**src/sv/sem_queue.sv**
```systemverilog
module sem_queue #(
    parameter int W     = 8,
    parameter int DEPTH = 2
) (
    input  logic         i_clk,
    input  logic         i_rst_n,
    input  logic         i_push,
    input  logic [W-1:0] i_data,
    input  logic         i_pop,
    output logic [W-1:0] o_data,
    output logic         o_empty,
    output logic         o_full
);
    localparam int PW = (DEPTH > 1) ? $clog2(DEPTH) : 1;
    localparam int CNW = $clog2(DEPTH + 1);

    logic [W-1:0]   r_mem [DEPTH];
    logic [PW-1:0]  r_rd;
    logic [PW-1:0]  r_wr;
    logic [CNW-1:0] r_cnt;
    logic           do_push;
    logic           do_pop;

    assign o_empty = (r_cnt == '0);
    assign o_full  = (32'(r_cnt) == DEPTH);
    assign do_push = i_push && !o_full;
    assign do_pop  = i_pop && !o_empty;
    assign o_data  = r_mem[r_rd];

    always_ff @(posedge i_clk) begin
        if (do_push) begin
            r_mem[r_wr] <= i_data;
        end
    end

    always_ff @(posedge i_clk) begin
        if (!i_rst_n) begin
            r_rd  <= '0;
            r_wr  <= '0;
            r_cnt <= '0;
        end else begin
            if (do_push) begin
                r_wr <= (32'(r_wr) == DEPTH - 1) ? '0 : r_wr + 1'b1;
            end
            if (do_pop) begin
                r_rd <= (32'(r_rd) == DEPTH - 1) ? '0 : r_rd + 1'b1;
            end
            if (do_push && !do_pop) begin
                r_cnt <= r_cnt + 1'b1;
            end else if (do_pop && !do_push) begin
                r_cnt <= r_cnt - 1'b1;
            end
        end
    end

endmodule

```
**config.mk**
```make
export PLATFORM = sky130hd
export DESIGN_NAME = sem_queue
export DESIGN_NICKNAME = d
export VERILOG_FILES = /design/src/sv/sem_queue.sv
export SDC_FILE = /design/constraint.sdc
export NUM_CORES = 1
export LEC_CHECK = 0
export BUFFER_PORTS_ARGS = -buffer_cell sky130_fd_sc_hd__buf_2
export CORE_MARGIN = 2
export CORE_UTILIZATION = 49
export CTS_CLUSTER_SIZE = 40
export DETAILED_ROUTE_END_ITERATION = 10
export PLACE_DENSITY = 0.75
export SLEW_MARGIN = 20
export SYNTH_ARGS = -nofsm -noshare
export SYNTH_HDL_FRONTEND = slang
export SYNTH_SLANG_ARGS = --single-unit
```
**constraint.sdc**
```tcl
create_clock -name i_clk -period 1.7 [get_ports i_clk]
set_input_delay 0.255 -clock i_clk [delete_from_list [all_inputs] [get_ports i_clk]]
set_output_delay 0.255 -clock i_clk [all_outputs]
set_load 0.05 [all_outputs]
```
* Yosys cells after proc, flatten, opt, wreduce, memory -nomap -nowiden
Memory sizes are Yosys's and may differ from the RTL's. A register that Yosys moved wholly into a read port is not among the register bits. Index checks and enable logic that the tools add are counted.
Word-level totals: bits in writable memories 16, output and inout port bits 10, input bits 12, memories kept 1, logic and storage cells 27, flip-flop bits (word level) 4
Memories:
- r_mem | depth 2, width 8, read ports 1, clocked after memory_dff 1, wr ports 1, line 17 | logic [W-1:0] r_mem [DEPTH];
Operators by class: $add $sub $neg 4, muxes and demuxes 8, reduce and logical (&&, ||, !) cells 10, equal/unequal tests 1
Operators by type and width (number):
- $mux W1 | 6
- $logic_and A1 B1 Y1 | 4
- $logic_not A1 Y1 | 4
- $mux W2 | 2
- $add A1 B1 Y1 const B | 2
- $add A2 B1 Y2 const B | 1
- $eq A2 B2 Y1 const B | 1
- $logic_not A2 Y1 | 1
- $reduce_bool A2 Y1 | 1
- $sub A2 B1 Y2 const B | 1

* Longest topological paths before layout
word-level depth 7, mapped depth 7, gate-level depth less buffers 7

* Worst setup path before layout
Ideal clock, no wire load.
path kind register -> register, start register r_cnt[0], end register r_cnt[1], data required time 1630 ps, library setup time 70 ps, data arrival time 1579 ps, buffers on the path 0, stages on the path, launching flop included 7, period minus slack after synthesis 1649 ps, setup slack 51 ps, cells stage by stage dfxtp_1 -> nand2b_1 -> inv_2 -> nor2_1 -> ha_1 -> or3_1 -> a21boi_1
On the way: word-level cells in the longest chain between the ends 6, elaborated cells between the ends (all ways) 15, those cells by class add/sub (2); eq/ne (1); mux (2); reduce/logical (10)
Ends and longest elaborated chain:
- start: declaration | line 20 | logic [CNW-1:0] r_cnt;
- start signal: assignment | line 49 | r_cnt <= r_cnt + 1'b1;
- start signal: assignment | line 51 | r_cnt <= r_cnt - 1'b1;
- $eq A2 B2 Y1 * | line 25 | assign o_full = (32'(r_cnt) == DEPTH);
- named net o_full | line 12 | output logic o_full
- $logic_not A1 Y1 * | line 26 | assign do_push = i_push && !o_full;
- $logic_and A1 B1 Y1 * | line 26
- named net do_push | line 21 | logic do_push;
- $logic_not A1 Y1 | line 50 | end else if (do_pop && !do_push) begin
- $logic_and A1 B1 Y1 | line 50
- $reduce_bool A2 Y1 (no line)
Mark *: on every way through the listed nets, which the timed path passes. The rest lies on a longest branch. The select of a mux whose other input is x is not followed. A chain may end at the register's enable or synchronous reset.

==> flow_summary.json <==
{
  "timing.critical_path.slowest_cell_delay_ps": 450,
  "clock_skew_ps": 1.55,
  "top_cell_type_s_share_of_synthesized_area_pct": 59.4,
  "place_congestion": 0.810,
  "design_area_um2": 966,
  "drt-pass1-iter-count": 4,
  "layout_common_cells": "buf_2 (21), edfxtp_1 (16), mux2_2 (8)",
  "final-setup-viol-count": 0,
  "die-width_um": 44.6,
  "regToRegEndpoint": "r_cnt[1]",
  "initial_antenna_violation_count": 0,
  "insertion_delay_ps": 290,
  "detailed_route_vias_per_instance": 5.23,
  "totalWireLength_um": 1190,
  "worst-endpoint-required_ps": 1440,
  "rsz0062_at_grt": "no",
  "nFillCells": 124,
  "start_util_pct": 53.1,
  "routedLengthMet1_um": 501,
  "route.detailed.wl_per_inst_um": 13.1,
  "post_route_hold_slack_ps": 145,
  "holdCritPathClass": "input pin to register",
  "endpoint_kind": "output pin",
  "die_area_um2": 1990,
  "tightestPinTransition_ps": 367,
  "grt_start_max_net_pins": 12,
  "ys_ff_latch": 21,
  "reg2reg_depth": 6,
  "r2r-start": "r_cnt[0]",
  "pwr-share-clk_pct": 13.6,
  "cts-root-buf": "clkbuf_4",
  "floorplan.core_area_um2": 1520,
  "synth_sequential_area_ratio_pct": 71.7,
  "reg_clk_slew_reported_paths_ps": 110,
  "crit_chain": "mux2_2 > buf_2",
  "critical-path-slowest-cell": "dfxtp_2",
  "grt_pass1_wl_um": 1870,
  "timing.final.crit_share_pct": 92.6,
  "min-delay-start": "i_data[4]",
  "holdPathStages": 1,
  "status": "complete, no violations",
  "yosys_warnings": 0,
  "p_leak_nw": 0.385,
  "yosys.cell_types.count": 20,
  "critical_path_peak_fanout": 8,
  "n_antenna_cell": 0,
  "detailed_place.area_um2": 937,
  "flow.area_growth_from_synthesis_pct": 19.3,
  "intPower_w": 0.000982,
  "drc": 0,
  "power_frac_comb_pct": 42.6,
  "syn-num-nets": 63,
  "worst-setup-path-type": "register to output pin",
  "netlist.top_cell.by_area": "edfxtp_1",
  "synthesis.instances": 50,
  "layout_min_cycle_time_ps": 1570,
  "design.final.nets": 89,
  "cts_post_setup_buffers_inserted": 0,
  "start_kind": "register",
  "cap_viol_max_count": 0,
  "power.switching_fraction_pct": 40.9,
  "timing.slew.headroom_pct": 75.5,
  "core.rowCount": 14,
  "power.ir.vdd_worst_v": 0.000976,
  "grt-ovfl-total": 0,
  "share_seq_of_total_power_pct": 43.8,
  "max_freq_ghz": 0.635,
  "final_max_slew_viol_count": 0,
  "design.portCount": 22,
  "met2WireLength_um": 628,
  "setup_total_negative_slack_ps": 0,
  "maxUsedRoutingLayer": "met4",
  "drt.antenna.violating_nets": 0,
  "die_height_um": 44.6,
  "met3WireLength_um": 52,
  "first_global_vias": 439,
  "finalHoldViolCount": 0,
  "quantity_of_hold_fixing_buffers_added_after_cts": 0,
  "drt-initial-drc-count": 8,
  "port_bufs": 21,
  "critical_path_arrival_ps": 1320,
  "syn-mean-instance-area_um2": 16.2,
  "p_switching_w": 0.000680,
  "holdPathEnd": "r_mem[0][4]",
  "p_per_area_nw_per_um2": 1720,
  "detailroute.via_count": 476,
  "tritoncts_buffers": 3,
  "htreeDepth": 1,
  "final_common_cell": "buf_2",
  "cts_tree": "done",
  "synthesized_cell_area_um2": 810,
  "drive_gt1_share_pct": 49.3,
  "cts_max_path_buffers": 2,
  "global_route.usage.total_pct": 13.8,
  "tritoncts_num_sinks": 21,
  "synth_area_leaders": "edfxtp_1 (59%), dfxtp_1 (12%), mux2_2 (11%)",
  "cts_resized": 1,
  "slack_of_the_worst_reg_to_reg_path_ps": 130
}
[how the worst max path moves through the flow]
| stage | cells after the start | end | startpoint | slack (ps) |
|---|---|---|---|---|
| floorplan | 6 | r_cnt[1] | r_cnt[0] | 50 |
| global placement | 6 | r_cnt[1] | r_cnt[0] | 210 |
| detailed placement | 6 | r_cnt[1] | r_cnt[0] | 140 |
| CTS | 2 | o_data[0] | register | 110 |
| global route | 6 | r_cnt[1] | r_cnt[0] | 7 |
| finish | 2 | o_data[4] | register | 130 |
[flip-flops by register name, summed over array words and instances, names as in the netlist, named ones only]
name and cells:
r_wr 1, r_mem 16, r_rd 1, r_cnt 2
[layer usage]
| metal | vias up | GRT usage [%] |
|---|---|---|
| met1 | 232 | 16.2 |
| li1 | 231 | - |
| met2 | 11 | 22.9 |
| met5 | - | 0 |
| met3 | 2 | 3.67 |
| met4 | 0 | 7.27 |
[Yosys cell counts]
master and instances:
edfxtp_1 16, nor2_1 2, buf_2 1, mux2_2 8, inv_2 1, o21ai_1 1
o21ai_0 1, dfxtp_1 5, and3_1 1, xor2_1 1, a21boi_0 1, o21a_1 1
and2_1 3, inv_1 1, or3_1 1, a21boi_1 1, nand2b_1 1, ha_1 1
nor3_2 1, xnor2_1 2
[critical path, delay by kind of cell, from the launching register on]
| family | cells | cell delay [ps] |
|---|---|---|
| buf+inv | 1 | 210 |
| mux | 1 | 360 |
| flops | 1 | 450 |
[logic make-up (layout without fill, tap and decap cells)]
group           count (synthesis)  after routing  share of synthesized area, %
flops                          21             21                          71.7
simple gates                    9              9                          6.80
mux                             8              8                          11.1
compound gates                  5              5                          4.02
xor+xnor                        3              3                          3.25
buf+inv                         3             28                          1.54
fa+ha+maj                       1              1                          1.55
[through the flow]
stage	setup WS (ps)	instances	utilization (%)	total power, W
CTS	114	91	63.3	0.00167
floorplan	51.1	50	-	0.00129
global route	6.87	91	63.4	0.00176
detailed placement	142	87	61.5	0.00144
finish	125	91	63.4	0.00166
global placement	214	87	61.5	0.00143
[cell type report]
type / instances / area [um2] / share of cell area, %
Inverter: 2 / 7.51 / 0.777
Clock buffer: 4 / 26.3 / 2.72
Multi-Input combinational cell: 26 / 216 / 22.4
Sequential cell: 21 / 583 / 60.4
Tap cell: 16 / 20.0 / 2.07
Timing Repair Buffer: 22 / 113 / 11.7
[power by group through the flow]
stage / Combinational, W / Sequential (W) / Clock, W
final: 0.000708 / 0.000728 / 0.000226
after global routing: 0.000755 / 0.000743 / 0.000259
after CTS: 0.000710 / 0.000727 / 0.000234
after detailed placement: 0.000706 / 0.000737 / 0
after global placement: 0.000696 / 0.000730 / 0
after floorplan: 0.000594 / 0.000700 / 0
Power figures use the tool's default switching activity.
