===== src/sv/sem_pkg.sv =====
package sem_pkg;

    localparam int MAX_WIDTH_DEF  = 1024;
    localparam int MAX_HEIGHT_DEF = 4096;
    localparam int QUEUE_DEPTH    = 2;

    localparam int WIDTH_REG_W  = 11;
    localparam int HEIGHT_REG_W = 13;
    localparam int CFG_IDX_W    = 2;
    localparam int CFG_DATA_W   = 13;

    localparam logic [WIDTH_REG_W-1:0]  WIDTH_RESET  = 11'd640;
    localparam logic [HEIGHT_REG_W-1:0] HEIGHT_RESET = 13'd480;

    typedef enum logic [CFG_IDX_W-1:0] {
        CFG_IMAGE_WIDTH  = 2'd0,
        CFG_IMAGE_HEIGHT = 2'd1
    } t_cfg_idx;

    localparam logic CMD_PIXEL = 1'b0;
    localparam logic CMD_FLUSH = 1'b1;

    localparam logic [20:0] SQ_SAT_LIMIT = 21'd65280;
    localparam logic [7:0]  PIX_MAX      = 8'd255;

    typedef logic [23:0] t_rgb;

    typedef struct packed {
        logic       cmd;
        logic [7:0] red_in;
        logic [7:0] green_in;
        logic [7:0] blue_in;
    } t_pix_in;

    typedef struct packed {
        logic [7:0] red_out;
        logic [7:0] green_out;
        logic [7:0] blue_out;
        logic       last_of_frame;
    } t_pix_out;

    typedef struct packed {
        t_rgb [2:0][2:0] pix;
        logic            last;
    } t_job;

endpackage


===== src/sv/sem_back.sv =====
module sem_back (
    input  logic              i_clk,
    input  logic              i_rst_n,
    input  logic              i_job_valid,
    output logic              o_job_pop,
    input  sem_pkg::t_job     i_job,
    input  logic              i_res_room,
    output logic              o_res_push,
    output sem_pkg::t_pix_out o_res
);
    import sem_pkg::*;

    typedef enum logic [2:0] {B_IDLE, B_SUM, B_SQ, B_ROOT, B_DONE} t_bstate;

    t_bstate            r_state;
    t_job               r_job;
    logic signed [11:0] r_gx [3];
    logic signed [11:0] r_gy [3];
    logic [20:0]        r_sq [3];
    logic [7:0]         r_root [3];
    logic [7:0]         r_bit;

    logic signed [11:0] n_gx [3];
    logic signed [11:0] n_gy [3];
    logic signed [11:0] p [3][3][3];
    logic [7:0]         t [3];
    logic [7:0]         res [3];

    always_comb begin
        for (int ch = 0; ch < 3; ch++) begin
            for (int r = 0; r < 3; r++) begin
                for (int c = 0; c < 3; c++) begin
                    p[ch][r][c] = $signed({4'b0, r_job.pix[r][c][23-8*ch -: 8]});
                end
            end
            n_gx[ch] = (p[ch][0][2] - p[ch][0][0]) + ((p[ch][1][2] - p[ch][1][0]) <<< 1)
                     + (p[ch][2][2] - p[ch][2][0]);
            n_gy[ch] = (p[ch][2][0] - p[ch][0][0]) + ((p[ch][2][1] - p[ch][0][1]) <<< 1)
                     + (p[ch][2][2] - p[ch][0][2]);
            t[ch] = r_root[ch] | r_bit;
            if (r_sq[ch] > SQ_SAT_LIMIT) begin
                res[ch] = PIX_MAX;
            end else if (r_sq[ch] > 21'(17'(r_root[ch] * r_root[ch]) + 17'(r_root[ch]))) begin
                res[ch] = r_root[ch] + 1'b1;
            end else begin
                res[ch] = r_root[ch];
            end
        end
    end

    assign o_job_pop  = (r_state == B_IDLE) && i_job_valid && i_res_room;
    assign o_res_push = (r_state == B_DONE);
    assign o_res      = '{red_out: res[0], green_out: res[1], blue_out: res[2],
                          last_of_frame: r_job.last};

    always_ff @(posedge i_clk) begin
        if (!i_rst_n) begin
            r_state <= B_IDLE;
            r_bit   <= '0;
        end else begin
            unique case (r_state)
                B_IDLE: begin
                    if (o_job_pop) begin
                        r_job   <= i_job;
                        r_state <= B_SUM;
                    end
                end
                B_SUM: begin
                    r_gx    <= n_gx;
                    r_gy    <= n_gy;
                    r_state <= B_SQ;
                end
                B_SQ: begin
                    for (int ch = 0; ch < 3; ch++) begin
                        r_sq[ch]   <= 21'(r_gx[ch] * r_gx[ch]) + 21'(r_gy[ch] * r_gy[ch]);
                        r_root[ch] <= '0;
                    end
                    r_bit   <= 8'h80;
                    r_state <= B_ROOT;
                end
                B_ROOT: begin
                    for (int ch = 0; ch < 3; ch++) begin
                        if ({5'b0, 16'(t[ch] * t[ch])} <= r_sq[ch]) begin
                            r_root[ch] <= t[ch];
                        end
                    end
                    r_bit <= r_bit >> 1;
                    if (r_bit[0]) begin
                        r_state <= B_DONE;
                    end
                end
                B_DONE: r_state <= B_IDLE;
                default: r_state <= B_IDLE;
            endcase
        end
    end

endmodule


===== config.mk =====
export PLATFORM = sky130hd
export DESIGN_NAME = sem_back
export DESIGN_NICKNAME = d
export VERILOG_FILES = /design/src/sv/sem_pkg.sv /design/src/sv/sem_back.sv
export SDC_FILE = /design/constraint.sdc
export NUM_CORES = 2
export LEC_CHECK = 0
export BUFFER_PORTS_ARGS = -buffer_cell sky130_fd_sc_hd__buf_2
export CAP_MARGIN = 15
export CORE_MARGIN = 5
export CORE_UTILIZATION = 60
export CTS_CLUSTER_DIAMETER = 60
export DETAILED_ROUTE_END_ITERATION = 10
export GPL_ROUTABILITY_DRIVEN = 0
export HOLD_SLACK_MARGIN = 0.02
export PLACE_DENSITY = 0.78
export SYNTH_ARGS = -nofsm -noshare
export SYNTH_HDL_FRONTEND = slang
export SYNTH_SLANG_ARGS = --single-unit

===== constraint.sdc =====
create_clock -name i_clk -period 14.7 [get_ports i_clk]
set_input_delay 2.94 -clock i_clk [delete_from_list [all_inputs] [get_ports i_clk]]
set_output_delay 2.94 -clock i_clk [all_outputs]
set_load 0.1 [all_outputs]

# == Word level (Yosys, flattened, before mapping) ==
# Memories as Yosys holds them, arrays and structs flattened.
# Cells that the tools add are included.
# totals
regBits,276
mem_bits_rw,87
input_bits,221
out_inout_bits,27
word_cells,126
memories,2
# mem_list
name,words,word_bits,read_ports,rd_clocked_by_memory_dff,wr,line_no,source
r_sq,3,21,3,0,3,sem_back.sv:19,logic [20:0] r_sq [3];
r_root,3,8,3,0,3,sem_back.sv:20,logic [7:0] r_root [3];
# classes
add_sub_neg,39
n_mul,12
magnitude_cmp,9
eq_ne,6
muxes,28
bitwise,6
n_reduce_logical,7
# ops
op,n
8-bit by 8-bit subtractor with 9-bit output,18
12-bit by 12-bit multiplier with 21-bit output,6
8-bit by 8-bit multiplier with 16-bit output,6
11-bit by 9-bit adder with 12-bit output,6
8-bit two-way mux,9
9-bit by 10-bit adder with 11-bit output,6
21-bit adder,3
"21-bit by 16-bit > comparator with 1-bit output, second input constant",3
21-bit by 17-bit > comparator with 1-bit output,3
16-bit by 21-bit <= comparator with 1-bit output,3
16-bit by 8-bit adder with 17-bit output,3
"8-bit by 1-bit adder with 8-bit output, second input constant",3
8-bit bitwise OR,3
8-bit case mux with 2 select lines,1
1-bit two-way mux,15
3-bit case mux with 4 select lines,1
"3-bit by 2-bit == test with 1-bit output, second input constant",2
3-bit two-way mux,2
"2-bit != test, second input constant",2
2-bit AND reduction,2
"3-bit by 1-bit == test with 1-bit output, second input constant",1
"3-bit == test, second input constant",1
3-bit logical NOT,1
1-bit bitwise OR,3
other kinds (3),4

# == Depth between registers and ports, before layout ==
# An unclocked memory read counts as a cell.
# depth
depth_word,9
ltp_mapped,29
mapped_depth_nobuf,27

# == Least setup slack after synthesis ==
# OpenSTA, ideal clock, no wires.
# synth_path
path_type,input-to-reg
start,in i_res_room
end,"reg r_job, in the netlist o_res[0], enable pin"
setup_time_ns,0.749
t_arrival_ns,11.055
required_ns,13.951
slack_ns,2.896
path_stages,2
n_path_buf,0
cell_sequence,nand3_1 > nor2_1
# synth_between
elab_chain_len,2
# synth_rtl
item,line_no,source
"start, declared",sem_back.sv:7,"input logic i_res_room,"
1-bit logical AND,sem_back.sv:51,assign o_job_pop = (r_state == B_IDLE) && i_job_valid && i_res_room;
3-bit AND reduction (no source line),--,
"end signal, assigned",sem_back.sv:64,r_job <= i_job;
"end, declared",sem_back.sv:16,t_job r_job;
# No other way between the ends.
# A chain may end at the register's enable or synchronous reset.

==> results.cfg <==
[die]
floorplan.initialDensity = 0.601
rows = 115
chipHeight_um = 323
die_area_um2 = 105000
ios = 248
die_w_um = 323
placeable_area_um2 = 98000

[critical_path]
worstPathRequired_ns = 11.76
path_delay_family = adder cells
worst-endpoint-arrival_ns = 7.91
critical_path_buf_inv_count = 2
crit_path_cell_trace = nand2_1, fa_1, inv_1, fa_1, fa_1, fa_1, ha_1, or3_1, a211o_1, a311oi_1, nor2_1, xnor2_1, ha_1, a21o_1, a21o_1, a211o_1, o22ai_1, nor4_1, nand2_1, mux2i_1, buf_2
worst_setup_path_end_kind = output pin
critical-path-max-stage-delay_ns = 0.75
timing.critical_path.fanout_max = 14
crit_path_frequent_cell = fa_1
cp_slowest_cell = edfxtp_1
category_of_the_most_critical_setup_path = flop to output pin
worst_setup_path_start_kind = flop

[synthesis]
ys_dominant_reg_cell = edfxtp_1
postSynthCellCount = 5842
synthTopCellsByArea = fa_1, edfxtp_1, ha_1
synth.lib_cells_used.distinct = 84
post_synth.cell_area_avg_um2 = 10.1
synth_sequential_area_ratio = 0.183
synth-edff-count = 352
post-synth-top-area-cell = fa_1
synthTopCellsByCount = inv_1, fa_1, ha_1
yosys.cell_count.top_type = inv_1
postSynth.asyncResetShare = 0
register_bit_total_from_synthesis = 363
synthesis.yosys.warnings = 0
syn-cell-area_um2 = 58900
synthDominantCellAreaShare = 0.333

[timing]
final_max_slew_viol_count = 0
clock_skew_ns = 0.0190
grt_setup_unrepaired = no
fin_crit_ns = 10.85
setup_viol = 0
finalHoldViolCount = 0
final.period_utilization = 0.738
maximum_clock_frequency_ghz = 0.0922
totalNegativeSetupSlack_ns = 0
post-route-worst-setup-slack_ns = 3.85
tightest_slew_ns = 0.990
slew_headroom = 0.335

[place]
detailedPlace.worstSlack_ns = 4.53
detailed_place_hpwl_um = 101000
dpl-instance-area_um2 = 61300
io_buffer_count = 223

[drt]
antenna_viol_nets_final = 0
drt-wirelength-per-cell_um = 16.2
drt_pass1_iterations = 5
num_vias = 39200
detail_route.vias_per_cell = 5.34
route.final.wire_length_um = 119000
drtIter0Drc = 2132
post-route-drc-count = 0

[clock_tree]
clock_tree.buffer_depth = 3
cts_max_level = 2
postCtsResizedCells = 0
cts.hold.buffers_added = 0
clk_transition_reported_paths_ns = 0.06
tritoncts = done
clk-insertion-delay-late_ns = 0.64
master_cell_of_the_clock_root_buffer = clkbuf_16
cts.repair_timing.setup_buffer_count = 0
num_cts_buffers = 51
clock_sink_count = 363

[global_routing]
grt_antenna_before_repair = 0
overall_overflow_remaining_after_global_route = 0
grt_use_total = 0.239
grt_max_degree = 82
global_route_wire_length_before_repair_um = 205000
via_count_of_the_first_global_routing_pass = 43200

[final_layout]
antennaDiodeCount = 0
drive_above_1_share = 0.0606
num-nets-final = 7952
n_fill_cell = 7688
utilization = 0.643
synthToLayoutAreaGrowth_pct = 6.97
design_area_um2 = 63000

[flow_run]
max_cap_violations = 0

[run_status]
result_of_the_run = finished, final reports clean

[hold_path]
min-delay-path-class = flop to flop
registers in the layout, summed over array words and instances (netlist names):
register  cells
o_res         1
p           192
r_bit         8
r_gx         36
r_gy         36
r_root       24
r_sq         63
r_state       3
worst register-to-register path, cell delays in order (launching register included):
cell and delay [ns]:
edfxtp_1 0.70, nor2_1 0.61, nor2_1 0.20, fa_1 0.59
xnor2_1 0.13, xnor2_1 0.12, fa_1 0.54, inv_1 0.05
fa_1 0.53, inv_1 0.04, ha_1 0.33, o21a_1 0.12
o31a_1 0.13, o211ai_1 0.23, a21oi_1 0.10, a2111oi_0 0.71
a21oi_1 0.17, xor2_1 0.21, ha_1 0.30, nand4_1 0.10
nor3_1 0.05, a31o_2 0.23, o21bai_1 0.23, a211oi_2 0.68
buf_4 0.34, nor2_1 0.07
kinds of logic (layout without fill, tap and decap cells):
logic type                 count (synthesis)  in the layout  share of synthesized area
AOI/OAI and AO/OA                        655            655                     0.0708
xor gates and xnor gates                 364            364                     0.0541
adders and majority gates               1719           1719                      0.490
buffers and inverters                   1542           1750                     0.0983
DFF                                      363            363                      0.183
muxes                                     13             13                    0.00238
other                                      2              4                   0.000127
and+or+nand+nor                         1184           1184                      0.102
metal layers:
metal | GRT usage | vias up | share of wire
li1 | - | 18600 | -
met1 | 0.319 | 19400 | 0.42
met2 | 0.423 | 961 | 0.50
met3 | 0.0320 | 183 | 0.053
met4 | 0.0514 | 0 | 0.020
met5 | 0 | - | 0
cell usage in the layout (no fill, tap or decap), types with 7 or more instances in the layout:
cell type / instances
inv_1: 1423
fa_1: 979
ha_1: 740
edfxtp_1: 352
nand2_1: 294
and2_1: 291
xnor2_1: 278
nor2_1: 268
buf_2: 223
a21oi_1: 210
o21ai_0: 134
a21o_1: 98
xor2_1: 86
nand2b_1: 69
nor2b_1: 63
o21a_1: 54
clkbuf_16: 52
nand3_1: 40
nor3_1: 37
or3_1: 23
o21bai_1: 21
nand4_1: 20
or2_2: 18
a31oi_1: 15
and3_1: 13
nor4_1: 13
a211oi_1: 11
o22ai_1: 11
dfxtp_1: 11
o211ai_1: 10
o41ai_1: 8
a31o_2: 8
mux2_2: 8
buf_4: 8
clkinv_1: 7
a22o_1: 7
inv_6: 7
clkinv_2: 7
final cells by class:
type                            instances  area [µm²]  area share
Inverter                             1425        5350      0.0848
Clock inverter                         38         418     0.00663
Tap cell                             1287        1610      0.0255
Timing Repair Buffer                  232        1180      0.0188
Clock buffer                           55        1320      0.0210
Sequential cell                       363       10800       0.171
Multi-Input combinational cell       3939       42400       0.672
through the flow:
stage,hold WS (ns),std cells
after floorplan,0.494,5844
after global placement,0.577,7245
after detailed placement,0.571,7245
after CTS,0.593,7338
after global routing,0.622,7339
final,0.593,7339
final timing paths:
kind / slack, ns / end / start / cells past startpoint
max: 3.85 / o_res[8] / r_root[0][17]$_SDFFCE_PN0P_ / 21
max reg2reg: 6.90 / r_root[0][0]$_SDFFCE_PN0P_ / r_root[0][18]$_SDFFCE_PN0P_ / 25
min reg2reg: 0.59 / r_bit[7]$_SDFFE_PN0N_ / r_state[0]$_SDFFE_PN0P_ / 2
min: 0.59 / r_bit[7]$_SDFFE_PN0N_ / r_state[0]$_SDFFE_PN0P_ / 2
Power is left out: the tool's default activity adds up to more than one toggle a clock period on the data nets, which glitch-free logic cannot reach.
